## config.mk

```make
export PLATFORM = sky130hd
export DESIGN_NAME = sdwv_sqrt
export DESIGN_NICKNAME = d
export VERILOG_FILES = /design/src/hdl/sdwv_pkg.sv /design/src/hdl/sdwv_sqrt.sv
export SDC_FILE = /design/constraint.sdc
export NUM_CORES = 1
export LEC_CHECK = 0
export ABC_AREA = 1
export BUFFER_PORTS_ARGS = -buffer_cell sky130_fd_sc_hd__buf_4
export CAP_MARGIN = 30
export CORE_AREA = 5 5 208 210
export DETAILED_ROUTE_END_ITERATION = 8
export DIE_AREA = 0 0 213 215
export GPL_ROUTABILITY_DRIVEN = 1
export HOLD_SLACK_MARGIN = 0.02
export PLACE_DENSITY = 0.67
export SYNTH_ARGS = -nofsm -noshare
export SYNTH_HDL_FRONTEND = slang
export SYNTH_SLANG_ARGS = --single-unit
```

## constraint.sdc

```tcl
create_clock -name clk -period 18.3 [get_ports clk]
set_input_delay 4.575 -clock clk [delete_from_list [all_inputs] [get_ports clk]]
set_output_delay 4.575 -clock clk [all_outputs]
set_load 0.1 [all_outputs]
```

## src/hdl/sdwv_pkg.sv

```systemverilog
package sdwv_pkg;

  // CORDIC datapath: vectors in signed Q28 with headroom for the CORDIC gain.
  localparam int CordicSteps = 24;
  localparam int StepW = 5;
  localparam int VecW = 34;
  localparam int AngW = 34;
  localparam logic [29:0] CordicGain = 30'd652032874;

  // Divider for the ramp: signed dividend, 8-bit unsigned divisor.
  localparam int DivW = 40;
  localparam int DivCntW = 6;

  // Configuration register indexes.
  localparam logic [2:0] RegDriveTurnRatio = 3'd0;
  localparam logic [2:0] RegCoastFactor = 3'd1;
  localparam logic [2:0] RegDeadBand = 3'd2;
  localparam logic [2:0] RegRobotFrame = 3'd3;
  localparam logic [2:0] RegPostClamp = 3'd4;

  localparam logic [15:0] DriveTurnRatioRst = 16'd45875;
  localparam logic [7:0] CoastFactorRst = 8'd15;
  localparam logic [14:0] DeadBandRst = 15'd1638;

  typedef struct packed {
    logic start;
    logic vec_mode;
    logic signed [VecW-1:0] x;
    logic signed [VecW-1:0] y;
    logic [15:0] ang;
  } cordic_req_t;

  typedef struct packed {
    logic start;
    logic signed [DivW-1:0] num;
    logic [7:0] den;
  } div_req_t;

  // Arctangent of 2^-i as a 32-bit binary angle.
  function automatic logic signed [AngW-1:0] atan_entry(input logic [StepW-1:0] i);
    logic signed [AngW-1:0] v;
    unique case (i)
      5'd0: v = 34'sd536870912;
      5'd1: v = 34'sd316933406;
      5'd2: v = 34'sd167458907;
      5'd3: v = 34'sd85004756;
      5'd4: v = 34'sd42667331;
      5'd5: v = 34'sd21354465;
      5'd6: v = 34'sd10679838;
      5'd7: v = 34'sd5340245;
      5'd8: v = 34'sd2670163;
      5'd9: v = 34'sd1335087;
      5'd10: v = 34'sd667544;
      5'd11: v = 34'sd333772;
      5'd12: v = 34'sd166886;
      5'd13: v = 34'sd83443;
      5'd14: v = 34'sd41722;
      5'd15: v = 34'sd20861;
      5'd16: v = 34'sd10430;
      5'd17: v = 34'sd5215;
      5'd18: v = 34'sd2608;
      5'd19: v = 34'sd1304;
      5'd20: v = 34'sd652;
      5'd21: v = 34'sd326;
      5'd22: v = 34'sd163;
      5'd23: v = 34'sd81;
      default: v = '0;
    endcase
    return v;
  endfunction

  // Turn direction of each wheel: FL, FR, BL, BR.
  function automatic logic [15:0] wheel_angle(input logic [1:0] k);
    logic [15:0] v;
    unique case (k)
      2'd0: v = 16'h2000;
      2'd1: v = 16'h6000;
      2'd2: v = 16'hE000;
      2'd3: v = 16'hA000;
      default: v = '0;
    endcase
    return v;
  endfunction

endpackage

```

## src/hdl/sdwv_sqrt.sv

```systemverilog
module sdwv_sqrt import sdwv_pkg::*; (
  input  logic        clk,
  input  logic        rst,
  input  logic        start,
  input  logic [63:0] n,
  output logic        done,
  output logic [31:0] root
);

  logic [63:0] rem, r, probe, trial;
  logic running;

  assign trial = r + probe;

  // One result bit per cycle, floor square root.
  always_ff @(posedge clk) begin
    if (rst) begin
      running <= 1'b0;
      done <= 1'b0;
    end else begin
      done <= 1'b0;
      if (start) begin
        running <= 1'b1;
        rem <= n;
        r <= '0;
        probe <= 64'h4000_0000_0000_0000;
      end else if (running) begin
        if (rem >= trial) begin
          rem <= rem - trial;
          r <= (r >> 1) + probe;
        end else begin
          r <= r >> 1;
        end
        probe <= probe >> 2;
        if (probe[0]) begin
          running <= 1'b0;
          done <= 1'b1;
        end
      end
    end
  end

  assign root = r[31:0];

endmodule

```

## After elaboration in Yosys (flattened, before gate mapping)

Index checks and enable logic that the tools add are counted.
W data, S select, Z words.

| storage, ports and cells | value |
|---|---|
| register bits | 162 |
| latch bits | 0 |
| bits in writable memories | 0 |
| bits in read-only memories | 0 |
| bits of input ports | 67 |
| word-level logic and storage cells | 26 |
| memories | 0 |

| cells by class | value |
|---|---|
| add/subtract/negate cells | 3 |
| $mul | 0 |
| div/mod/pow operators | 0 |
| magnitude comparators | 1 |
| eq/ne operators | 0 |
| shift operators | 0 |
| mux-type cells | 10 |
| bitwise operators | 2 |
| reductions and logical operators | 5 |

Operators by type and width:

| cell | number |
|---|---|
| $mux W64 | 5 |
| $add A63 B63 Y64 | 1 |
| $add A64 B63 Y64 | 1 |
| $ge A64 B64 Y1 | 1 |
| $sub A64 B64 Y64 | 1 |
| $mux W63 | 1 |
| $mux W1 | 4 |
| $reduce_bool A2 Y1 | 2 |
| $reduce_and A3 Y1 | 1 |
| $reduce_or A3 Y1 | 1 |
| $not A1 Y1 | 2 |
| $reduce_and A2 Y1 | 1 |

## Logic depth before layout (Yosys ltp)

| logic depth | value |
|---|---|
| depth after elaboration | 5 |
| mapped depth | 29 |

## Worst setup path before layout

OpenSTA, ideal clock, no wires.

| path | value |
|---|---|
| kind | input to register |
| from | in start |
| to | reg rem[0] (enable) |
| setup time | 418 ps |
| arrival time | 11570 ps |
| required time | 17882 ps |
| setup slack | 6312 ps |
| stages on the path | 5 |
| path buffers | 1 |
| cells stage by stage | buf_2 > inv_1 > a21oi_1 > o21ai_0 > inv_1 |

| on the way | value |
|---|---|
| longest elaborated chain between the ends | 2 |

RTL lines:

| what | line | source |
|---|---|---|
| from (decl) | sdwv_sqrt.sv:4 | `input logic start,` |
| $reduce_bool A2 Y1 (no source line) | - |  |
| $reduce_and A3 Y1 (no source line) * | - |  |
| to (signal assigned) | sdwv_sqrt.sv:24 | `rem <= n;` |
| to (signal assigned) | sdwv_sqrt.sv:29 | `rem <= rem - trial;` |
| to (decl) | sdwv_sqrt.sv:10 | `logic [63:0] rem, r, probe, trial;` |

Mark *: on every way between the ends. The rest lies on a longest branch, timed or not.
A chain may end at the register's enable or synchronous reset.

## Worst setup path after layout

| path | value |
|---|---|
| from | in start |
| to | reg rem[50] (enable) |

Same word-level chain as after synthesis.

==> results.cfg <==
[timing]
period_minus_slack_ns = 7.14
final_max_slew_viol_count = 0
rsz0062_at_grt = no
fmax_mhz = 140
report.final.hold_viol_count = 0
worstMarginPinSlew_ns = 0.983
clock_skew_ns = 0.0148
setup_viol = 0
slew_headroom = 0.345
finalSetupTns_ns = 0
fin_crit_sh = 0.390

[final_layout]
area_delta_synth_final_pct = 8.34
layout_common_cells = nand2_1, inv_1, nor2_1
diodes = 0
finalInstanceArea_um2 = 22100
fin_util = 0.533
nFillCells = 4417
drive_gt1_frac = 0.0529
multi_input_area_um2 = 12900
final_common_cell = nand2_1
regArea_um2 = 4840
nets = 3739

[grt]
grt_use_met3 = 0.0314
grt_start_max_net_pins = 65
grt_pass1_wl_mm = 114
grtUsageMet1 = 0.412
antenna_found_initial = 0
grt_busiest_layer = met2
grt_overflow = 0
use_met2 = 0.526
grt_usage = 0.320
grt_pass1_vias = 21100

[critical_path]
end_kind = register
r2r-start = r[22]
worstPathRequired_ns = 18.38
r2r_slack_ns = 12.46
rr_endpoint = rem[50]
arrival_ns = 7.22
critPathLaunchType = input port
path_max_fanout = 64
reg2reg_depth = 20
path_class = in -> reg

[logic_synthesis]
synth_edf_count = 160
netlist-cell-type-count = 44
synth_seq_cells = 162
synth_fp_nets = 3687
ys.flop_type = edfxtp_1
yosysSeqAreaShare = 0.238
synth.largest_area_cell = nand2_1
syn_area_um2 = 20400
syn_inst = 3489
yosysWarnings = 0
synth.top_cell.area_share = 0.259
syn-mean-instance-area_um2 = 5.84
synth_async_sr_flop_share = 0
synth_area_leaders = nand2_1, edfxtp_1, inv_1, ha_1, nor2_1

[clock_tree]
numCtsBuffers = 17
path_clk_slew_ns = 0.08
insertion_delay_ns = 0.46
post-cts-setup-buffers = 0
cts.sinks = 162
root_buffer = clkbuf_16
cts_buffer_depth = 2
cts_tree = yes
cts_hold_buffers = 0
cts_resized = 0
htree_levels = 4

[min_path]
min_to = done
worstHoldPathType = reg -> reg
holdPathStages = 2
worstHoldStart = running

[place]
place_congestion = 1.01
port_buffers = 99
hpwl_mm = 62.3
dpl-instance-area_um2 = 21400

[status]
status = finished, final reports clean

[route]
drt-pass1-iter-count = 8
drc = 0
routed-via-count = 22100
wl_per_cell_um = 18.3
drt_iter0_markers = 1936
wirelength_mm = 75.0
ant_nets = 0
viasPerCell = 5.39

[floorplanning]
chipHeight_um = 215
die_x_um = 213
dieArea_um2 = 45800
start_util = 0.492
core_um2 = 41400
io_pins = 100
rows = 75

[power_and_ir_drop]
p_per_area_nw_per_um2 = 93.4
power.leakage_nw = 11.5
peakVddDrop_mv = 0.0738

[run]
maxCapViolCount = 0
## state kept, by name, summed over array words and instances (netlist names)
signal / count
probe: 32
r: 64
running: 1
done: 1
rem: 64
## cell usage after synthesis, types with 2 or more instances
cell type  instances
nand4_1           24
nand2_2           18
buf_6              6
o21a_1             7
and2_1            12
nor3_2             2
xnor2_1           58
nor3b_1            2
ha_1             130
o21ai_0          133
o21ai_1            7
xor2_1            46
inv_2              2
nand3b_1          23
nand3_1          221
a21o_1             5
edfxtp_1         160
buf_1              3
buf_2             10
or2_2             10
dfxtp_1            2
a21oi_1          142
nor4_1            11
nor2_1           340
inv_1            581
a21oi_4            2
clkbuf_1          23
buf_4             32
nor3_1            34
nand2_1         1405
nor2_2             8
nor2_4             2
o21bai_1          17
## critical path: stages
cell     delay (ns)
buf_4          0.40
inv_2          0.35
buf_12         0.28
a21oi_4        0.45
o21ai_0        0.22
inv_2          0.08
buf_4          0.67
## per-layer routing
layer | share of wire | wire length (um) | vias to the layer above
met4 | 0.063 | 4740 | 0
met2 | 0.46 | 34400 | 879
met1 | 0.42 | 31300 | 9987
met3 | 0.061 | 4550 | 209
met5 | 0 | 0 | -
li1 | - | - | 11000
## per-stage QoR
stage               total power, W  hold slack [ns]  cells  setup WS [ns]
floorplan                  0.00135            0.421   3489           6.31
global placement           0.00163            0.488   4059          10.06
detailed placement         0.00165            0.507   4061          10.75
CTS                        0.00204            0.518   4093          11.23
global route               0.00221            0.547   4093          11.02
finish                     0.00206            0.517   4093          11.16
## area by class of cell
cell class,instances,share of cell area
Multi-Input combinational cell,2670,0.584
Sequential cell,162,0.220
Inverter,583,0.0992
Timing Repair Buffer,107,0.0379
Tap cell,539,0.0306
Clock buffer,17,0.0193
Clock inverter,15,0.00941
## cells by family (layout without fill, tap and decap cells)
family | after synthesis | after routing | share of synthesized area
AO/OA/AOI/OAI | 318 | 318 | 0.0833
XOR/XNOR | 104 | 104 | 0.0447
adder cells (fa/ha/maj) | 131 | 131 | 0.0809
buffers and inverters | 657 | 722 | 0.130
flip-flops | 162 | 162 | 0.238
AND/OR/NAND/NOR | 2117 | 2117 | 0.423
## how the worst max path moves through the flow
stage | slack (ns) | endpoint | depth (start not counted) | start
5_1_grt | 11.02 | rem[26] | 7 | start
6_report | 11.16 | rem[50] | 7 | start
3_3_place_gp | 10.06 | rem[45] | 6 | start
3_5_place_dp | 10.75 | rem[61] | 7 | start
4_1_cts | 11.23 | rem[30] | 7 | start
2_1_floorplan | 6.31 | rem[0] | 5 | start
## report_power, final
group          leakage (nW)  internal [W]  switching (W)
logic                  9.67      0.000353       0.000776
clock network         0.307      0.000200       0.000190
registers              1.56      0.000478      0.0000637
Note: power is estimated with default switching activity, not from simulation.
