<file path="config.mk">
export PLATFORM = sky130hd
export DESIGN_NAME = sdwv_mdu
export DESIGN_NICKNAME = d
export VERILOG_FILES = /design/src/hdl/sdwv_pkg.sv /design/src/hdl/sdwv_mdu.sv
export SDC_FILE = /design/constraint.sdc
export NUM_CORES = 2
export LEC_CHECK = 0
export BUFFER_PORTS_ARGS = -buffer_cell sky130_fd_sc_hd__buf_2
export CAP_MARGIN = 25
export CELL_PAD_IN_SITES_DETAIL_PLACEMENT = 0
export CELL_PAD_IN_SITES_GLOBAL_PLACEMENT = 1
export CORE_MARGIN = 3
export CORE_UTILIZATION = 46
export DETAILED_ROUTE_END_ITERATION = 16
export GPL_TIMING_DRIVEN = 0
export PLACE_DENSITY_LB_ADDON = 0.15
export SYNTH_ARGS = -nofsm -noshare
export SYNTH_HDL_FRONTEND = slang
export SYNTH_SLANG_ARGS = --single-unit
</file>
<file path="constraint.sdc">
create_clock -name clk -period 12 [get_ports clk]
set_clock_uncertainty 0.2 [all_clocks]
set_input_delay 3.6 -clock clk [delete_from_list [all_inputs] [get_ports clk]]
set_output_delay 3.6 -clock clk [all_outputs]
set_load 0.1 [all_outputs]
</file>
<file path="src/hdl/sdwv_pkg.sv">
package sdwv_pkg;

  // CORDIC datapath: vectors in signed Q28 with headroom for the CORDIC gain.
  localparam int CordicSteps = 24;
  localparam int StepW = 5;
  localparam int VecW = 34;
  localparam int AngW = 34;
  localparam logic [29:0] CordicGain = 30'd652032874;

  // Divider for the ramp: signed dividend, 8-bit unsigned divisor.
  localparam int DivW = 40;
  localparam int DivCntW = 6;

  // Configuration register indexes.
  localparam logic [2:0] RegDriveTurnRatio = 3'd0;
  localparam logic [2:0] RegCoastFactor = 3'd1;
  localparam logic [2:0] RegDeadBand = 3'd2;
  localparam logic [2:0] RegRobotFrame = 3'd3;
  localparam logic [2:0] RegPostClamp = 3'd4;

  localparam logic [15:0] DriveTurnRatioRst = 16'd45875;
  localparam logic [7:0] CoastFactorRst = 8'd15;
  localparam logic [14:0] DeadBandRst = 15'd1638;

  typedef struct packed {
    logic start;
    logic vec_mode;
    logic signed [VecW-1:0] x;
    logic signed [VecW-1:0] y;
    logic [15:0] ang;
  } cordic_req_t;

  typedef struct packed {
    logic start;
    logic signed [DivW-1:0] num;
    logic [7:0] den;
  } div_req_t;

  // Arctangent of 2^-i as a 32-bit binary angle.
  function automatic logic signed [AngW-1:0] atan_entry(input logic [StepW-1:0] i);
    logic signed [AngW-1:0] v;
    unique case (i)
      5'd0: v = 34'sd536870912;
      5'd1: v = 34'sd316933406;
      5'd2: v = 34'sd167458907;
      5'd3: v = 34'sd85004756;
      5'd4: v = 34'sd42667331;
      5'd5: v = 34'sd21354465;
      5'd6: v = 34'sd10679838;
      5'd7: v = 34'sd5340245;
      5'd8: v = 34'sd2670163;
      5'd9: v = 34'sd1335087;
      5'd10: v = 34'sd667544;
      5'd11: v = 34'sd333772;
      5'd12: v = 34'sd166886;
      5'd13: v = 34'sd83443;
      5'd14: v = 34'sd41722;
      5'd15: v = 34'sd20861;
      5'd16: v = 34'sd10430;
      5'd17: v = 34'sd5215;
      5'd18: v = 34'sd2608;
      5'd19: v = 34'sd1304;
      5'd20: v = 34'sd652;
      5'd21: v = 34'sd326;
      5'd22: v = 34'sd163;
      5'd23: v = 34'sd81;
      default: v = '0;
    endcase
    return v;
  endfunction

  // Turn direction of each wheel: FL, FR, BL, BR.
  function automatic logic [15:0] wheel_angle(input logic [1:0] k);
    logic [15:0] v;
    unique case (k)
      2'd0: v = 16'h2000;
      2'd1: v = 16'h6000;
      2'd2: v = 16'hE000;
      2'd3: v = 16'hA000;
      default: v = '0;
    endcase
    return v;
  endfunction

endpackage

</file>
<file path="src/hdl/sdwv_mdu.sv">
module sdwv_mdu import sdwv_pkg::*; (
  input  logic                   clk,
  input  logic                   rst,
  input  logic signed [31:0]     mul_a,
  input  logic signed [31:0]     mul_b,
  output logic signed [63:0]     prod,
  input  div_req_t               div_req,
  output logic                   div_done,
  output logic signed [DivW-1:0] quo
);

  logic signed [63:0] p;
  logic [DivW-1:0] dvd;
  logic [7:0] rem, den;
  logic [8:0] sh;
  logic [DivCntW-1:0] cnt;
  logic neg, running, qbit;

  assign p = mul_a * mul_b;

  always_ff @(posedge clk) begin
    prod <= p;
  end

  assign sh = {rem, dvd[DivW-1]};
  assign qbit = sh >= {1'b0, den};

  // Restoring division on magnitudes, quotient truncated toward zero.
  always_ff @(posedge clk) begin
    if (rst) begin
      running <= 1'b0;
      div_done <= 1'b0;
    end else begin
      div_done <= 1'b0;
      if (div_req.start) begin
        running <= 1'b1;
        neg <= div_req.num < 0;
        dvd <= (div_req.num < 0) ? DivW'(-div_req.num) : DivW'(div_req.num);
        rem <= '0;
        den <= div_req.den;
        cnt <= '0;
      end else if (running) begin
        rem <= qbit ? 8'(sh - {1'b0, den}) : sh[7:0];
        dvd <= {dvd[DivW-2:0], qbit};
        cnt <= cnt + 6'd1;
        if (cnt == DivCntW'(DivW - 1)) begin
          running <= 1'b0;
          div_done <= 1'b1;
        end
      end
    end
  end

  assign quo = neg ? -$signed(dvd) : $signed(dvd);

endmodule

</file>
Yosys cells after proc, flatten, opt, wreduce, memory -nomap -nowiden
Index checks and enable logic that the tools add are counted.
{"block": "classes", "order_cmp": 2, "n_reduce_logical": 4, "div_mod_pow": 0, "multipliers": 1, "add_sub_neg": 4, "muxes": 11, "n_bitwise": 2, "n_eq_ne": 1, "n_shift": 0}
{"cell": "$mux W40", "n": 4}
{"cell": "$neg A40 Y40", "n": 2}
{"cell": "$mul A32 B32 Y64", "n": 1}
{"cell": "$lt A40 B1 Y1 const B", "n": 1}
{"cell": "$mux W8", "n": 2}
{"cell": "$ge A9 B8 Y1", "n": 1}
{"cell": "$sub A8 B8 Y8", "n": 1}
{"cell": "$add A6 B1 Y6 const B", "n": 1}
{"cell": "$eq A6 B6 Y1 const B", "n": 1}
{"cell": "$mux W6", "n": 1}
{"cell": "$mux W1", "n": 4}
{"cell": "$reduce_and A2 Y1", "n": 2}
{"cell": "$reduce_or A3 Y1", "n": 1}
{"cell": "$not A1 Y1", "n": 2}
{"cell": "$reduce_bool A2 Y1", "n": 1}
{"block": "totals", "mem_bits_ro": 0, "latch_bits": 0, "reg_bits": 129, "mem_count": 0, "ramBits": 0, "out_inout_bits": 105, "input_bits": 115, "word_cells": 33}

Logic depth before layout (Yosys ltp)
{"block": "depth", "ltp_word": 4, "mapped_depth": 27, "ltp_nobuf": 26}

Worst setup path before layout
Ideal clock, no wire load.
{"block": "synth_timing", "path_kind": "input to register", "start": "input port mul_a[31]", "end": "register prod[62]", "n_path_buf": 1, "t_arrival_ns": 11.396, "t_required_ns": 11.683, "path_slack_ns": 0.287, "setup_ns": 0.117, "path_stages": 25, "cell_sequence": "clkbuf_1 nand2_1 inv_1 fa_1 inv_1 fa_1 inv_1 fa_1 fa_1 inv_1 fa_1 inv_1 fa_1 fa_1 fa_1 ha_1 a21o_1 a21o_1 a21oi_1 nand2_1 or4b_1 and2_1 a311o_1 a2111oi_0 and4b_1"}
{"block": "synth_between", "elab_chain_len": 1}
{"element": "from (decl)", "line_no": "sdwv_mdu.sv:4", "text": "input logic signed [31:0] mul_a,"}
{"element": "$mul A32 B32 Y64", "line_no": "sdwv_mdu.sv:19", "text": "assign p = mul_a * mul_b;"}
{"element": "named net p[62]", "line_no": "sdwv_mdu.sv:12", "text": "logic signed [63:0] p;"}
{"element": "to (signal assigned)", "line_no": "sdwv_mdu.sv:22", "text": "prod <= p;"}
{"element": "to (decl)", "line_no": "sdwv_mdu.sv:6", "text": "output logic signed [63:0] prod,"}
The timed path passes the listed nets, and every way through them passes these cells.
A chain may end at the register's enable or synchronous reset.

Worst setup path in the final report
{"block": "layout_timing", "start": "input port mul_a[5]", "end": "register prod[62]"}
Same word-level chain as after synthesis.

==> impl_metrics.py <==
metrics = {
    "outcome": {
        "status": "finished clean",
    },
    "timing": {
        "fin_ws_ns": 0.1616,
        "finalSetupViolCount": 0,
        "max-slew-margin-rel_pct": 26.65,
        "fin_setup_tns_ns": 0,
        "slew_violations": 0,
        "period_needed_ns": 11.84,
        "hold_viol_final": 0,
        "finalCritPeriodShare_pct": 98.65,
        "holdWs_ns": 0.2916,
        "worstMarginPinSlew_ns": 1.100,
        "max_freq_mhz": 84.47,
    },
    "setup_path": {
        "cp-end-kind": "register",
        "crit_type": "in -> reg",
        "cp_data_arrival_time_ns": 12.04,
        "required_ns": 12.20,
        "crit_buf_inv": 3,
        "cp_slowest_cell": "clkbuf_1",
        "critPathMaxStageDelay_ns": 0.77,
        "crit_path_start_kind": "input pin",
        "crit_family": "adder cells",
        "crit_path_cell_trace": "buf_2, clkbuf_1, and2_1, fa_1, fa_1, fa_1, fa_1, fa_1, fa_1, fa_1, fa_1, ha_1, clkbuf_1, a21o_1, a21o_1, a21oi_1, o21ai_0, or4b_4, and2_4, a311o_1, a2111oi_2, and4b_1",
        "cp_common_cell": "fa_1",
        "path_max_fanout": 10,
    },
    "global_routing": {
        "first_global_vias": 33426,
        "grt_usage_pct": 32.59,
        "grt_pass1_wl_um": 221500,
        "grt_start_max_net_pins": 33,
        "grt_overflow_total": 0,
        "antenna_found_initial": 27,
    },
    "route": {
        "wirelength_met1_um": 59510,
        "dr.pass1.iters": 5,
        "drcViolationCount": 0,
        "vias": 31306,
        "top_layer": "met5",
        "routed_wl_um": 148200,
        "drtIter0Drc": 2272,
        "post_drt_wl_per_cell_um": 25.24,
        "wl_met2_um": 69400,
        "ant_nets": 0,
        "viasPerCell": 5.333,
        "routed-wl-met3_um": 10060,
    },
    "synth": {
        "seq_area_frac_synth_pct": 7.664,
        "synth_cell_types": 63,
        "syn_area_um2": 41930,
        "synth_warnings": 0,
        "synthCells": 4419,
        "async_flop_share_pct": 0,
        "synth-edff-count": 63,
        "ys_ff_latch": 129,
        "syn_nets": 5812,
        "synth.area.mux_share_pct": 0.05073,
        "synthSimpleGateAreaFrac_pct": 16.06,
        "synth_xor_area_share_pct": 3.196,
        "synth_ff_type": "dfxtp_1",
        "synth_top_family_by_area": "adder cells",
        "synthAdderAreaFrac_pct": 57.53,
        "syn_area_per_cell_um2": 9.488,
        "synth_compound_area_share_pct": 4.470,
    },
    "clock_network": {
        "worst_skew_pair.late_latency_ns": 0.50,
        "cts_made_buffers": 17,
        "cts_tree": "yes",
        "path_clk_slew_ns": 0.07,
        "cts.sinks": 129,
        "htree_levels": 4,
        "clk_path_buf_depth": 2,
        "root_buffer": "clkbuf_16",
    },
    "placement": {
        "postPlaceCellArea_um2": 44550,
        "dp_slack_ns": -3.048,
        "hpwl_um": 126500,
        "port_buffers": 218,
        "gp_routability_congestion": 1.053,
    },
    "finish": {
        "nets": 6059,
        "most-common-layout-cells": "fa_1 (1078), inv_1 (1003), nand2_1 (564)",
        "drive_gt1_share_pct": 9.019,
        "syn_to_final_growth_pct": 8.616,
        "final_common_cell": "fa_1",
        "fillCellCount": 8722,
        "postLayoutCellArea_um2": 45540,
    },
    "floorplanning": {
        "die_x_um": 307.9,
        "design.core.area_um2": 90150,
        "ios": 220,
        "die_area_um2": 94800,
        "die_h_um": 307.9,
        "rows": 110,
        "start_util_pct": 46.51,
    },
    "job": {
        "maxCapViolCount": 0,
    },
    "min_path": {
        "hold_class": "reg -> reg",
    },
}
## registers in the layout (all words and copies together), names as in the netlist
name      count
running       1
div_done      1
neg           1
cnt           6
rem           8
den           8
dvd          40
prod         64
## cell families (layout without fill, tap and decap cells)
group,after synthesis,in the layout
flip-flops,129,129
multiplexers,2,2
other,0,15
adder cells (fa/ha/maj),1278,1278
AND/OR/NAND/NOR,1327,1327
buffers and inverters,1230,1490
AO/OA/AOI/OAI,300,300
XOR/XNOR,153,153
## final cells by class
class | count | area [um2] | area share [%]
multi-input cells | 3060 | 34210 | 75.12
inverters | 1006 | 3780 | 8.300
flip-flops and latches | 129 | 3213 | 7.056
well taps | 1176 | 1471 | 3.231
repair buffers | 230 | 1205 | 2.646
plain buffers | 222 | 1021 | 2.242
clock buffers | 18 | 439.2 | 0.9644
clock inverters | 14 | 165.2 | 0.3627
diodes | 15 | 37.54 | 0.08243
## metal layers
metal  vias up  GRT usage [%]
met1     16354          43.19
met3       325          4.731
li1      13447              -
met2      1176          52.72
met4         4          16.29
met5         -              0
## timing repair
item	in CTS	in global routing
hold buffers	0	0
pin swaps	3	4
setup buffers	5	3
endpoints found under the setup margin	19	16
gates resized for setup	67	206
## cells in the mapped netlist, drive strengths merged (6+ instances only)
library cell | instances | share of area, %
nor2 | 90 | 0.81
or4 | 15 | 0.33
nand2 | 566 | 5.1
edfxtp | 63 | 4.5
and3 | 8 | 0.12
clkbuf | 222 | 2.0
a211o | 6 | 0.13
dfxtp | 66 | 3.2
ha | 195 | 5.8
or3 | 14 | 0.23
nand2b | 14 | 0.21
a211oi | 15 | 0.27
a21o | 29 | 0.52
o21a | 7 | 0.13
inv | 1006 | 9.0
o21ai | 66 | 0.79
a31oi | 9 | 0.13
nand3 | 18 | 0.21
o211ai | 6 | 0.11
nor2b | 35 | 0.52
xnor2 | 89 | 1.9
o31ai | 21 | 0.44
nor3 | 15 | 0.18
o41ai | 10 | 0.21
fa | 1083 | 52
nor4 | 7 | 0.14
xor2 | 64 | 1.3
nand4 | 18 | 0.28
a21oi | 109 | 1.3
and2 | 506 | 7.6
## through the flow
step	utilization, %	instances
floorplan	-	4419
global placement	49.35	5813
global route	50.47	5855
detailed placement	49.42	5817
CTS	50.27	5852
finish	50.51	5870
## final timing paths
kind	from	end	slack, ns	cells past startpoint
setup / recovery	mul_a[5]	prod[62]$_DFF_P_	0.16	22
hold / removal	running$_SDFF_PP0_	div_done$_SDFF_PP0_	0.29	1
setup reg to reg	rem[0]$_SDFFCE_PP0P_	rem[1]$_SDFFCE_PP0P_	8.76	11
hold reg to reg	running$_SDFF_PP0_	div_done$_SDFF_PP0_	0.29	1
Power is not shown: default switching activity piles up to over one toggle a cycle in this logic, so the estimate is an artifact.
