File: config.mk
export PLATFORM = sky130hd
export DESIGN_NAME = sdwv_cordic
export DESIGN_NICKNAME = d
export VERILOG_FILES = /design/src/hdl/sdwv_pkg.sv /design/src/hdl/sdwv_cordic.sv
export SDC_FILE = /design/constraint.sdc
export NUM_CORES = 1
export LEC_CHECK = 0
export ABC_CLOCK_PERIOD_IN_PS = 13000
export BUFFER_PORTS_ARGS = -buffer_cell sky130_fd_sc_hd__buf_2
export CELL_PAD_IN_SITES_DETAIL_PLACEMENT = 1
export CELL_PAD_IN_SITES_GLOBAL_PLACEMENT = 2
export CORE_AREA = 2 2 208 230
export CTS_CLUSTER_SIZE = 10
export DETAILED_ROUTE_END_ITERATION = 7
export DIE_AREA = 0 0 210 232
export PLACE_DENSITY_LB_ADDON = 0.1
export RECOVER_POWER = 100
export SETUP_SLACK_MARGIN = 0.4
export SLEW_MARGIN = 20
export SYNTH_ARGS = -nofsm -noshare
export SYNTH_HDL_FRONTEND = slang
export SYNTH_SLANG_ARGS = --single-unit
File: constraint.sdc
create_clock -name clk -period 13 [get_ports clk]
set_clock_uncertainty 0.2 [all_clocks]
set_input_delay 1.95 -clock clk [delete_from_list [all_inputs] [get_ports clk]]
set_output_delay 1.95 -clock clk [all_outputs]
set_load 0.05 [all_outputs]
File: src/hdl/sdwv_pkg.sv
package sdwv_pkg;

  // CORDIC datapath: vectors in signed Q28 with headroom for the CORDIC gain.
  localparam int CordicSteps = 24;
  localparam int StepW = 5;
  localparam int VecW = 34;
  localparam int AngW = 34;
  localparam logic [29:0] CordicGain = 30'd652032874;

  // Divider for the ramp: signed dividend, 8-bit unsigned divisor.
  localparam int DivW = 40;
  localparam int DivCntW = 6;

  // Configuration register indexes.
  localparam logic [2:0] RegDriveTurnRatio = 3'd0;
  localparam logic [2:0] RegCoastFactor = 3'd1;
  localparam logic [2:0] RegDeadBand = 3'd2;
  localparam logic [2:0] RegRobotFrame = 3'd3;
  localparam logic [2:0] RegPostClamp = 3'd4;

  localparam logic [15:0] DriveTurnRatioRst = 16'd45875;
  localparam logic [7:0] CoastFactorRst = 8'd15;
  localparam logic [14:0] DeadBandRst = 15'd1638;

  typedef struct packed {
    logic start;
    logic vec_mode;
    logic signed [VecW-1:0] x;
    logic signed [VecW-1:0] y;
    logic [15:0] ang;
  } cordic_req_t;

  typedef struct packed {
    logic start;
    logic signed [DivW-1:0] num;
    logic [7:0] den;
  } div_req_t;

  // Arctangent of 2^-i as a 32-bit binary angle.
  function automatic logic signed [AngW-1:0] atan_entry(input logic [StepW-1:0] i);
    logic signed [AngW-1:0] v;
    unique case (i)
      5'd0: v = 34'sd536870912;
      5'd1: v = 34'sd316933406;
      5'd2: v = 34'sd167458907;
      5'd3: v = 34'sd85004756;
      5'd4: v = 34'sd42667331;
      5'd5: v = 34'sd21354465;
      5'd6: v = 34'sd10679838;
      5'd7: v = 34'sd5340245;
      5'd8: v = 34'sd2670163;
      5'd9: v = 34'sd1335087;
      5'd10: v = 34'sd667544;
      5'd11: v = 34'sd333772;
      5'd12: v = 34'sd166886;
      5'd13: v = 34'sd83443;
      5'd14: v = 34'sd41722;
      5'd15: v = 34'sd20861;
      5'd16: v = 34'sd10430;
      5'd17: v = 34'sd5215;
      5'd18: v = 34'sd2608;
      5'd19: v = 34'sd1304;
      5'd20: v = 34'sd652;
      5'd21: v = 34'sd326;
      5'd22: v = 34'sd163;
      5'd23: v = 34'sd81;
      default: v = '0;
    endcase
    return v;
  endfunction

  // Turn direction of each wheel: FL, FR, BL, BR.
  function automatic logic [15:0] wheel_angle(input logic [1:0] k);
    logic [15:0] v;
    unique case (k)
      2'd0: v = 16'h2000;
      2'd1: v = 16'h6000;
      2'd2: v = 16'hE000;
      2'd3: v = 16'hA000;
      default: v = '0;
    endcase
    return v;
  endfunction

endpackage

File: src/hdl/sdwv_cordic.sv
module sdwv_cordic import sdwv_pkg::*; (
  input  logic                   clk,
  input  logic                   rst,
  input  cordic_req_t            req,
  output logic                   done,
  output logic signed [VecW-1:0] x_out,
  output logic signed [VecW-1:0] y_out,
  output logic [15:0]            ang_out
);

  logic signed [VecW-1:0] x, y, xs, ys;
  logic signed [AngW-1:0] z, at, zr;
  logic [StepW-1:0] step;
  logic running, mode, zero_vec, up, flip;

  assign xs = x >>> step;
  assign ys = y >>> step;
  assign at = atan_entry(step);
  assign up = mode ? !(y > 0) : (z >= 0);
  assign flip = req.ang[15] ^ req.ang[14];

  always_ff @(posedge clk) begin
    if (rst) begin
      running <= 1'b0;
      done <= 1'b0;
    end else begin
      done <= 1'b0;
      if (req.start) begin
        running <= 1'b1;
        step <= '0;
        mode <= req.vec_mode;
        if (req.vec_mode) begin
          zero_vec <= (req.x == 0) && (req.y == 0);
          if (req.x < 0) begin
            x <= -req.x;
            y <= -req.y;
            z <= 34'sh0_8000_0000;
          end else begin
            x <= req.x;
            y <= req.y;
            z <= '0;
          end
        end else begin
          zero_vec <= 1'b0;
          // Fold the left half plane onto the right half by a half turn.
          x <= flip ? -req.x : req.x;
          y <= '0;
          z <= AngW'($signed({~req.ang[15] ^ ~flip, req.ang[14:0], 16'h0000}));
        end
      end else if (running) begin
        if (up) begin
          x <= x - ys;
          y <= y + xs;
          z <= z - at;
        end else begin
          x <= x + ys;
          y <= y - xs;
          z <= z + at;
        end
        step <= step + 5'd1;
        if (step == StepW'(CordicSteps - 1)) begin
          running <= 1'b0;
          done <= 1'b1;
        end
      end
    end
  end

  assign zr = z + 34'sd32768;
  assign x_out = x;
  assign y_out = y;
  assign ang_out = zero_vec ? 16'h0000 : zr[31:16];

endmodule

== Yosys cells after proc, flatten, opt, wreduce, memory -nomap -nowiden ==
Memories as Yosys holds them, arrays and structs flattened. A register that Yosys moved wholly into a read port is not among the register bits.
Cells that the tools add are included.
Operators by class
  mux-type cells: 25
  eq/ne operators: 1
  shift-type cells: 2
  order comparisons: 3
  $mul: 0
  div/mod/pow operators: 0
  bitwise logic cells: 6
  reductions and logical operators: 8
  add/subtract/negate cells: 10
Operators by type and width (number)
  34-bit two-way mux: 15
  34-bit adder: 3
  34-bit subtractor: 3
  34-bit logical NOT: 2
  34-bit negation: 2
  34-bit by 5-bit >>> shifter with 34-bit output: 2
  34-bit by 1-bit >= comparator with 1-bit output, second input constant: 1
  34-bit by 1-bit > comparator with 1-bit output, second input constant: 1
  34-bit by 1-bit < comparator with 1-bit output, second input constant: 1
  32-bit by 17-bit adder with 32-bit output, second input constant: 1
  32-bit two-way mux: 1
  16-bit two-way mux: 1
  5-bit two-way mux: 3
  5-bit by 1-bit adder with 5-bit output, second input constant: 1
  5-bit == test, second input constant: 1
  1-bit two-way mux: 5
  1-bit inverter: 4
  2-bit AND reduction: 2
  3-bit OR reduction: 1
  2-bit nonzero test: 1
  1-bit bitwise XOR: 2
  1-bit logical AND: 1
  1-bit logical NOT: 1
Storage, ports and cells
  input port bits: 88
  register bits: 111
  memories kept: 1
  logic and storage cells: 64
  ROM bits: 960
  RAM bits: 0
  bits in latches: 0
Memory list
  (name not given): words 32, width 30, rd ports 1, clocked after memory_dff 1, wr ports 0, RTL line sdwv_pkg.sv:42  | unique case (i)

== Logic depth before layout (Yosys ltp) ==
Gate-level depths: netlist of the first run.
  depth in word-level cells: 6
  gate-level depth with buffers: 27
  depth with buffers taken out: 23

== Least setup slack after synthesis of the first run ==
OpenSTA, ideal clock, no wires.
  kind: register to register
  start: register step[3]
  end: register y[33], in the netlist y_out[33], data pin
  library setup time: 0.271 ns
  stages on the path, launching flop included: 26
  path slack: 6.398 ns
  arrival time: 6.131 ns
  clock period less this slack: 6.602 ns
  cell sequence: edfxtp_1 -> clkbuf_1 -> inv_1 -> clkbuf_1 -> buf_1 -> clkbuf_1 -> buf_1 -> a311o_1 -> o31a_1 -> ha_1 -> inv_1 -> or4_1 -> nor3_1 -> a21oi_1 -> xor2_1 -> ha_1 -> inv_1 -> or3_1 -> nor2_1 -> a2111oi_0 -> o31a_1 -> a2111oi_0 -> nor3_1 -> o41ai_1 -> xnor2_1 -> o22ai_1
On the way
  longest elaborated chain between the ends: 5
Ends and longest elaborated chain
  from (decl): RTL line sdwv_cordic.sv:13  | logic [StepW-1:0] step;
  from (signal assigned): RTL line sdwv_cordic.sv:60  | step <= step + 5'd1;
  34-bit by 5-bit >>> shifter with 34-bit output (*): RTL line sdwv_cordic.sv:16  | assign xs = x >>> step;
  34-bit subtractor / 34-bit adder (equally long branches): RTL line sdwv_cordic.sv:57, sdwv_cordic.sv:53
  34-bit two-way mux (*): RTL line sdwv_cordic.sv:51  | if (up) begin
  34-bit two-way mux (*): RTL line sdwv_cordic.sv:50  | end else if (running) begin
  34-bit two-way mux (*): RTL line sdwv_cordic.sv:28  | if (req.start) begin
  to (signal assigned): RTL line sdwv_cordic.sv:36  | y <= -req.y;
  to (signal assigned): RTL line sdwv_cordic.sv:53  | y <= y + xs;
  to (signal assigned): RTL line sdwv_cordic.sv:57  | y <= y - xs;
  to (decl): RTL line sdwv_cordic.sv:11  | logic signed [VecW-1:0] x, y, xs, ys;
Every way passes the cells marked *; elsewhere a longest branch is shown, timed or not. The select of a mux whose other input is x is not followed.
A chain may end at the register's enable or synchronous reset.

== Worst setup path in the final report of the first run ==
  start: register y[28], in the netlist y_out[28]
  end: register z[14], data pin
On the way
  longest elaborated chain between the ends: 6
Ends and longest elaborated chain
  from (signal assigned): RTL line sdwv_cordic.sv:36
  from (signal assigned): RTL line sdwv_cordic.sv:40  | y <= req.y;
  from (signal assigned): RTL line sdwv_cordic.sv:53
  34-bit by 1-bit > comparator with 1-bit output: RTL line sdwv_cordic.sv:19  | assign up = mode ? !(y > 0) : (z >= 0);
  1-bit logical NOT: RTL line sdwv_cordic.sv:19
  1-bit two-way mux: RTL line sdwv_cordic.sv:19
  34-bit two-way mux: RTL line sdwv_cordic.sv:51
  34-bit two-way mux: RTL line sdwv_cordic.sv:50
  34-bit two-way mux: RTL line sdwv_cordic.sv:28
  to (signal assigned): RTL line sdwv_cordic.sv:48  | z <= AngW'($signed({~req.ang[15] ^ ~flip, req.ang[14:0], 16'h0000}));
  to (signal assigned): RTL line sdwv_cordic.sv:54  | z <= z - at;
  to (signal assigned): RTL line sdwv_cordic.sv:58  | z <= z + at;
  to (decl): RTL line sdwv_cordic.sv:12  | logic signed [AngW-1:0] z, at, zr;
Every way passes these cells. The select of a mux whose other input is x is not followed.

==> results.toml, run 1 <==
[logic_synthesis]
synth-edff-count = 109
async_flop_share = 0
syn_nets = 2473
synth_top_area_frac = 0.174
avgSynthCellArea_um2 = 8.30
netlist_area_mm2 = 0.0188
syn_inst = 2267
yosys_warnings = 0
synth_ff_type = "edfxtp_1"
synth.distinct_cells = 92
ys_ff_latch = 141
synth_top_area_cell = "edfxtp_1"
ys_seq_area_frac = 0.208
synth.top_cells.by_area = "edfxtp_1 (17%), mux4_2 (7.7%), ha_1 (7.6%)"

[global_route]
grt_max_degree = 79
groute.usage.overall = 0.302
grt-ovfl-total = 0
antenna_found_initial = 4
grt_pass1_wl_um = 113000
grt_pass1_vias = 19100

[power]
powerDensity_mw_per_mm2 = 295
irDropWorstVdd_uv = 133
p_leak_nw = 7.90

[clock_tree]
cts_resized = 0
cts_max_path_buffers = 2
numClockSinks = 141
ctsHtreeMaxLevel = 4
cts_buffers = 17
worst_skew_pair.late_latency_ns = 0.49
cts_setup_buffers = 0
root_buffer = "clkbuf_16"
cts.clk_slew.worst_paths_ns = 0.07
cts_tree = "built"
hold_buffers = 0

[critical_path]
crit_required_ns = 12.93
cp_slowest_cell = "clkbuf_1"
cp.arrival_ns = 9.24
end_kind = "flop"
cpPeakStageDelay_ns = 1.73
cp-start-kind = "flop"
path_cells = "nor4_1, nand4_1, nor4_1, a21oi_1, mux2i_1, clkbuf_1, mux2i_1, fa_1, a21o_1, a21oi_1, nor2b_1, a41o_1, o21a_1, o21ai_0, a21boi_0, o21a_1, nor3_1, nor3_1"
crit_fanout = 46
criticalPathCategory = "flop to flop"

[floorplanning]
die_height_um = 232
die_x_um = 210
io_pins = 173
num_rows = 83
core_mm2 = 0.0464
start_util = 0.405
die_area_mm2 = 0.0487

[sta]
final_max_slew_viol_count = 358
max_clock_freq_ghz = 0.107
tightest_slew_ns = 3.66
tns_ns = 0
rsz0062_at_grt = "false"
worst_slew_margin_rel = -1.44
fin_ws_ns = 3.69
hold_viol_final = 0
finalCritPeriodShare = 0.716
setup_viol = 0
period_minus_slack_ns = 9.31

[detailed_routing]
drt-total-wl_um = 73500
drc = 0
drt-vias-per-instance = 6.28
num_vias = 18700
drt-pass1-iter-count = 7
drt_iter0_markers = 1228
wl_per_cell_um = 24.6
antenna_left = 0

[place]
gp_congestion = 0.949
hpwl_um = 57300
place_ws_ns = 4.71
post_dp_cell_area_mm2 = 0.0202
numPortBuffers = 172

[cells_and_area]
multi_input_area_mm2 = 0.0142
final_nets = 2580
drive_above_1_share = 0.111
synthToLayoutAreaGrowth_pct = 9.38
seqCellArea_mm2 = 0.00391
nFillCells = 5696
final_area_mm2 = 0.0206

[run_status]
failed_checks = "max-capacitance violations, max-slew violations"
status = "complete, but fails checks"

[hold_path]
hp-class = "flop to flop"

[run]
max-cap-violations = 7
-- final cells by class --
class                   instances  area share
clock inverters                11     0.00505
flip-flops and latches        141       0.190
well taps                     595      0.0362
clock buffers                  21      0.0219
inverters                      52     0.00955
diodes                          2    0.000243
multi-input cells            1961       0.691
repair buffers                201      0.0458
-- cell usage in the layout, fill, tap and decap left out, types with 11 or more instances in the layout --
cell type / instances
and2_1: 19
mux4_2: 64
mux2_2: 28
o22ai_1: 45
a211oi_1: 15
nor3_1: 60
mux2i_1: 39
nand2_1: 201
o31ai_1: 33
o211ai_1: 12
buf_2: 84
a211o_1: 13
edfxtp_1: 109
nor4_1: 33
nor2_1: 201
buf_4: 20
a21o_1: 56
dfxtp_1: 32
inv_1: 50
nand2b_1: 35
nor2b_1: 25
and3_1: 16
ha_1: 115
nand4_1: 13
a31oi_1: 30
o21ai_0: 163
xnor2_1: 120
or3_1: 22
clkbuf_16: 17
o21bai_1: 13
xor2_1: 125
nand3_1: 57
o41ai_1: 11
o21a_1: 21
clkbuf_1: 99
a21oi_1: 183
-- cell usage after synthesis, types with 51 or more instances --
| master | instances |
|---|---|
| nor2_1 | 203 |
| edfxtp_1 | 109 |
| o21ai_0 | 163 |
| mux4_2 | 64 |
| ha_1 | 115 |
| a21o_1 | 56 |
| xor2_1 | 125 |
| clkbuf_1 | 69 |
| a21oi_1 | 183 |
| nand3_1 | 57 |
| nor3_1 | 61 |
| nand2_1 | 201 |
| inv_1 | 51 |
| xnor2_1 | 120 |
-- flip-flops by register name, summed over array words and instances, names as in the netlist --
name / count
x_out: 34
y_out: 34
z: 34
at: 30
step: 5
done: 1
mode: 1
running: 1
zero_vec: 1
-- per-layer routing --
layer  wire length, µm  track usage  share of wire  vias up
li1                  -            -              -     8832
met1             31000        0.373           0.42     9352
met2             36600        0.529           0.50      447
met3              3400       0.0486          0.046      112
met4              2540        0.115          0.035        4
met5                25            0        0.00034        -
-- cell families after synthesis --
kind of cell / after synthesis / synth area share
AO/OA/AOI/OAI: 711 / 0.243
XOR/XNOR: 245 / 0.114
adder cells (fa/ha/maj): 118 / 0.0797
buffers and inverters: 165 / 0.0363
flip-flops: 141 / 0.208
multiplexers: 140 / 0.125
AND/OR/NAND/NOR: 747 / 0.194
-- power breakdown --
| part | total (mW) | switching [mW] | internal [mW] |
|---|---|---|---|
| clock network | 0.492 | 0.223 | 0.270 |
| logic | 4.54 | 2.73 | 1.81 |
| registers | 1.04 | 0.303 | 0.736 |
| total | 6.07 | 3.26 | 2.81 |
-- worst max-delay path, delay by kind of cell (launching register included) --
family | cells | cell delay, ns
AND/OR/NAND/NOR | 6 | 2.16
flip-flops | 1 | 0.58
adder cells (fa/ha/maj) | 1 | 0.56
multiplexers | 2 | 1.53
buffers and inverters | 1 | 1.73
AO/OA/AOI/OAI | 8 | 2.16
-- through the flow --
step	hold WS, ns	total power [mW]	cells	util
2_1_floorplan	0.249	4.36	2267	-
3_3_place_gp	0.305	5.49	2949	0.435
3_5_place_dp	0.288	5.57	2950	0.435
4_1_cts	0.302	6.10	2982	0.447
5_1_grt	0.330	6.60	2982	0.443
6_report	0.299	6.07	2984	0.443
-- worst paths after layout --
kind	cells past startpoint	end	from	slack, ns
setup reg to reg	18	z[14]	y_out[28]	3.69
hold reg to reg	2	done	running	0.30
setup / recovery	18	z[14]	y_out[28]	3.69
hold / removal	2	done	running	0.30
Note: power is estimated with default switching activity, not from simulation.
==> inputs of run 2 (changes only) <==
--- a/config.mk
+++ b/config.mk
@@ -5,14 +5,14 @@
 export SDC_FILE = /design/constraint.sdc
 export NUM_CORES = 1
 export LEC_CHECK = 0
-export ABC_CLOCK_PERIOD_IN_PS = 13000
+export ABC_CLOCK_PERIOD_IN_PS = 7780
 export BUFFER_PORTS_ARGS = -buffer_cell sky130_fd_sc_hd__buf_2
 export CELL_PAD_IN_SITES_DETAIL_PLACEMENT = 1
 export CELL_PAD_IN_SITES_GLOBAL_PLACEMENT = 2
-export CORE_AREA = 2 2 208 230
+export CORE_AREA = 2 2 228 252
 export CTS_CLUSTER_SIZE = 10
 export DETAILED_ROUTE_END_ITERATION = 7
-export DIE_AREA = 0 0 210 232
+export DIE_AREA = 0 0 230 254
 export PLACE_DENSITY_LB_ADDON = 0.1
 export RECOVER_POWER = 100
 export SETUP_SLACK_MARGIN = 0.4
==> constraint.sdc (replaced) <==
create_clock -name clk -period 7.78 [get_ports clk]
set_clock_uncertainty 0.2 [all_clocks]
set_input_delay 1.167 -clock clk [delete_from_list [all_inputs] [get_ports clk]]
set_output_delay 1.167 -clock clk [all_outputs]
set_load 0.05 [all_outputs]
==> results.toml, run 2 (synthesis results as in run 1) <==
[place]
hpwl_um = 60600
gp_congestion = 0.896
place_ws_ns = 0.201
numPortBuffers = 172
post_dp_cell_area_mm2 = 0.0207
dp_cells = 3140

[sta]
finalCritPeriodShare = 0.929
hold_viol_final = 0
tightest_slew_ns = 3.43
final_max_slew_viol_count = 309
fin_ws_ns = 0.550
rsz0062_at_grt = "false"
worst_slew_margin_rel = -1.28
period_minus_slack_ns = 7.23
tns_ns = 0
setup_viol = 0
max_clock_freq_ghz = 0.138

[hold_path]
hp-class = "flop to flop"
min_path_cells = 2

[clock_tree]
ctsHtreeMaxLevel = 4
worst_skew_pair.late_latency_ns = 0.49
hold_buffers = 0
cts_buffers = 17
cts_max_path_buffers = 2
cts_tree = "built"
numClockSinks = 141
root_buffer = "clkbuf_16"
cts.clk_slew.worst_paths_ns = 0.07

[detailed_routing]
drt-vias-per-instance = 5.97
drt-pass1-iter-count = 5
drc = 0
drt_iter0_markers = 1115
wl_met3_um = 3030
drt-total-wl_um = 76800
num_vias = 19000
antenna_left = 0
top_layer = "met5"
wl_met1_um = 32400
met2_length_um = 39000
wl_per_cell_um = 24.2

[cells_and_area]
final_common_cell = "nor2_1"
synthToLayoutAreaGrowth_pct = 12.8
finalNonFillerCells = 3176
final_cell_mix = "nor2_1 (202), nand2_1 (201), a21oi_1 (183)"
drive_above_1_share = 0.131
final_area_mm2 = 0.0212
final_nets = 2624

[floorplanning]
die_x_um = 230
io_pins = 173
num_rows = 91
die_area_mm2 = 0.0584
start_util = 0.337
core_mm2 = 0.0558
die_height_um = 254

[global_route]
antenna_found_initial = 2
grt_pass1_wl_um = 119000
grt-ovfl-total = 0
grt_max_degree = 75
grt_pass1_vias = 19500
groute.usage.overall = 0.263

[power]
p_int_mw = 4.78
p_comb_frac = 0.755
p_sw_frac = 0.537
p_total_mw = 10.3
p_leak_nw = 8.15
powerDensity_mw_per_mm2 = 486
seqPwrFrac = 0.163
clkPwrFrac = 0.082
power.switching_mw = 5.54
irDropWorstVdd_uv = 211

[critical_path]
cp_slowest_cell = "nor4_1"
cp-start-kind = "flop"
crit_fanout = 25
end_kind = "flop"
criticalPathCategory = "flop to flop"
crit_required_ns = 7.81
reg2reg_depth = 20
cpPeakStageDelay_ns = 0.90
worst_path_most_repeated_cell = "a21oi_1"
cp.arrival_ns = 7.26
path_cells = "nor4_1, nand4_1, nor4_1, buf_4, a21oi_1, mux2_1, buf_4, nor2_1, a21oi_1, fa_1, a211oi_1, o21ai_0, nand3_1, a21oi_1, nor4bb_1, or3_1, a31oi_1, a221oi_1, nor4b_1, a211o_1"

[run_status]
failed_checks = "max-capacitance violations, max-slew violations"
status = "complete, but fails checks"

[run]
max-cap-violations = 6
## run 2: metrics by stage
stage | hold slack [ns] | util
2_1_floorplan | 0.249 | -
3_3_place_gp | 0.282 | 0.371
3_5_place_dp | 0.320 | 0.371
4_1_cts | 0.333 | 0.382
5_1_grt | 0.361 | 0.380
6_report | 0.325 | 0.380
## run 2: power groups by stage
stage	Clock (mW)	Combinational [mW]	Sequential [mW]
after floorplan	0	5.32	1.97
after global placement	0	7.67	1.67
after detailed placement	0	7.77	1.69
after CTS	0.875	7.83	1.67
after global routing	0.904	8.60	1.71
final	0.848	7.80	1.68
## run 2: critical path, delay by kind of cell (launching register included)
family | cells | cell delay (ns)
multiplexers | 1 | 0.62
buffers and inverters | 2 | 0.55
flip-flops | 1 | 0.58
adder cells (fa/ha/maj) | 1 | 0.48
AND/OR/NAND/NOR | 8 | 2.55
AO/OA/AOI/OAI | 8 | 1.95
## run 2: layout make-up
class / instances / area [µm²]
diodes: 1 / 2.50
clock buffers: 20 / 489
clock inverters: 12 / 95.1
fillers: 6751 / 34600
inverters: 52 / 196
multi-input cells: 1961 / 14300
flip-flops and latches: 141 / 3910
well taps: 744 / 931
repair buffers: 245 / 1310
## run 2: timing repair
action / 4_1_cts / 5_1_grt
setup endpoints to repair: 3 / 6
setup buffers: 3 / 0
resized for setup: 4 / 12
## run 2: path summary, 6_finish.rpt
path / from / slack, ns / end
setup / recovery: y_out[31] / 0.55 / x_out[32]
setup reg to reg: y_out[31] / 0.55 / x_out[32]
hold reg to reg: running / 0.33 / done
hold / removal: running / 0.33 / done
## run 2: routing by layer
metal,vias to the layer above,global-route usage
met5,-,0
met4,2,0.0870
met3,107,0.0361
met2,453,0.470
met1,9469,0.323
li1,8933,-
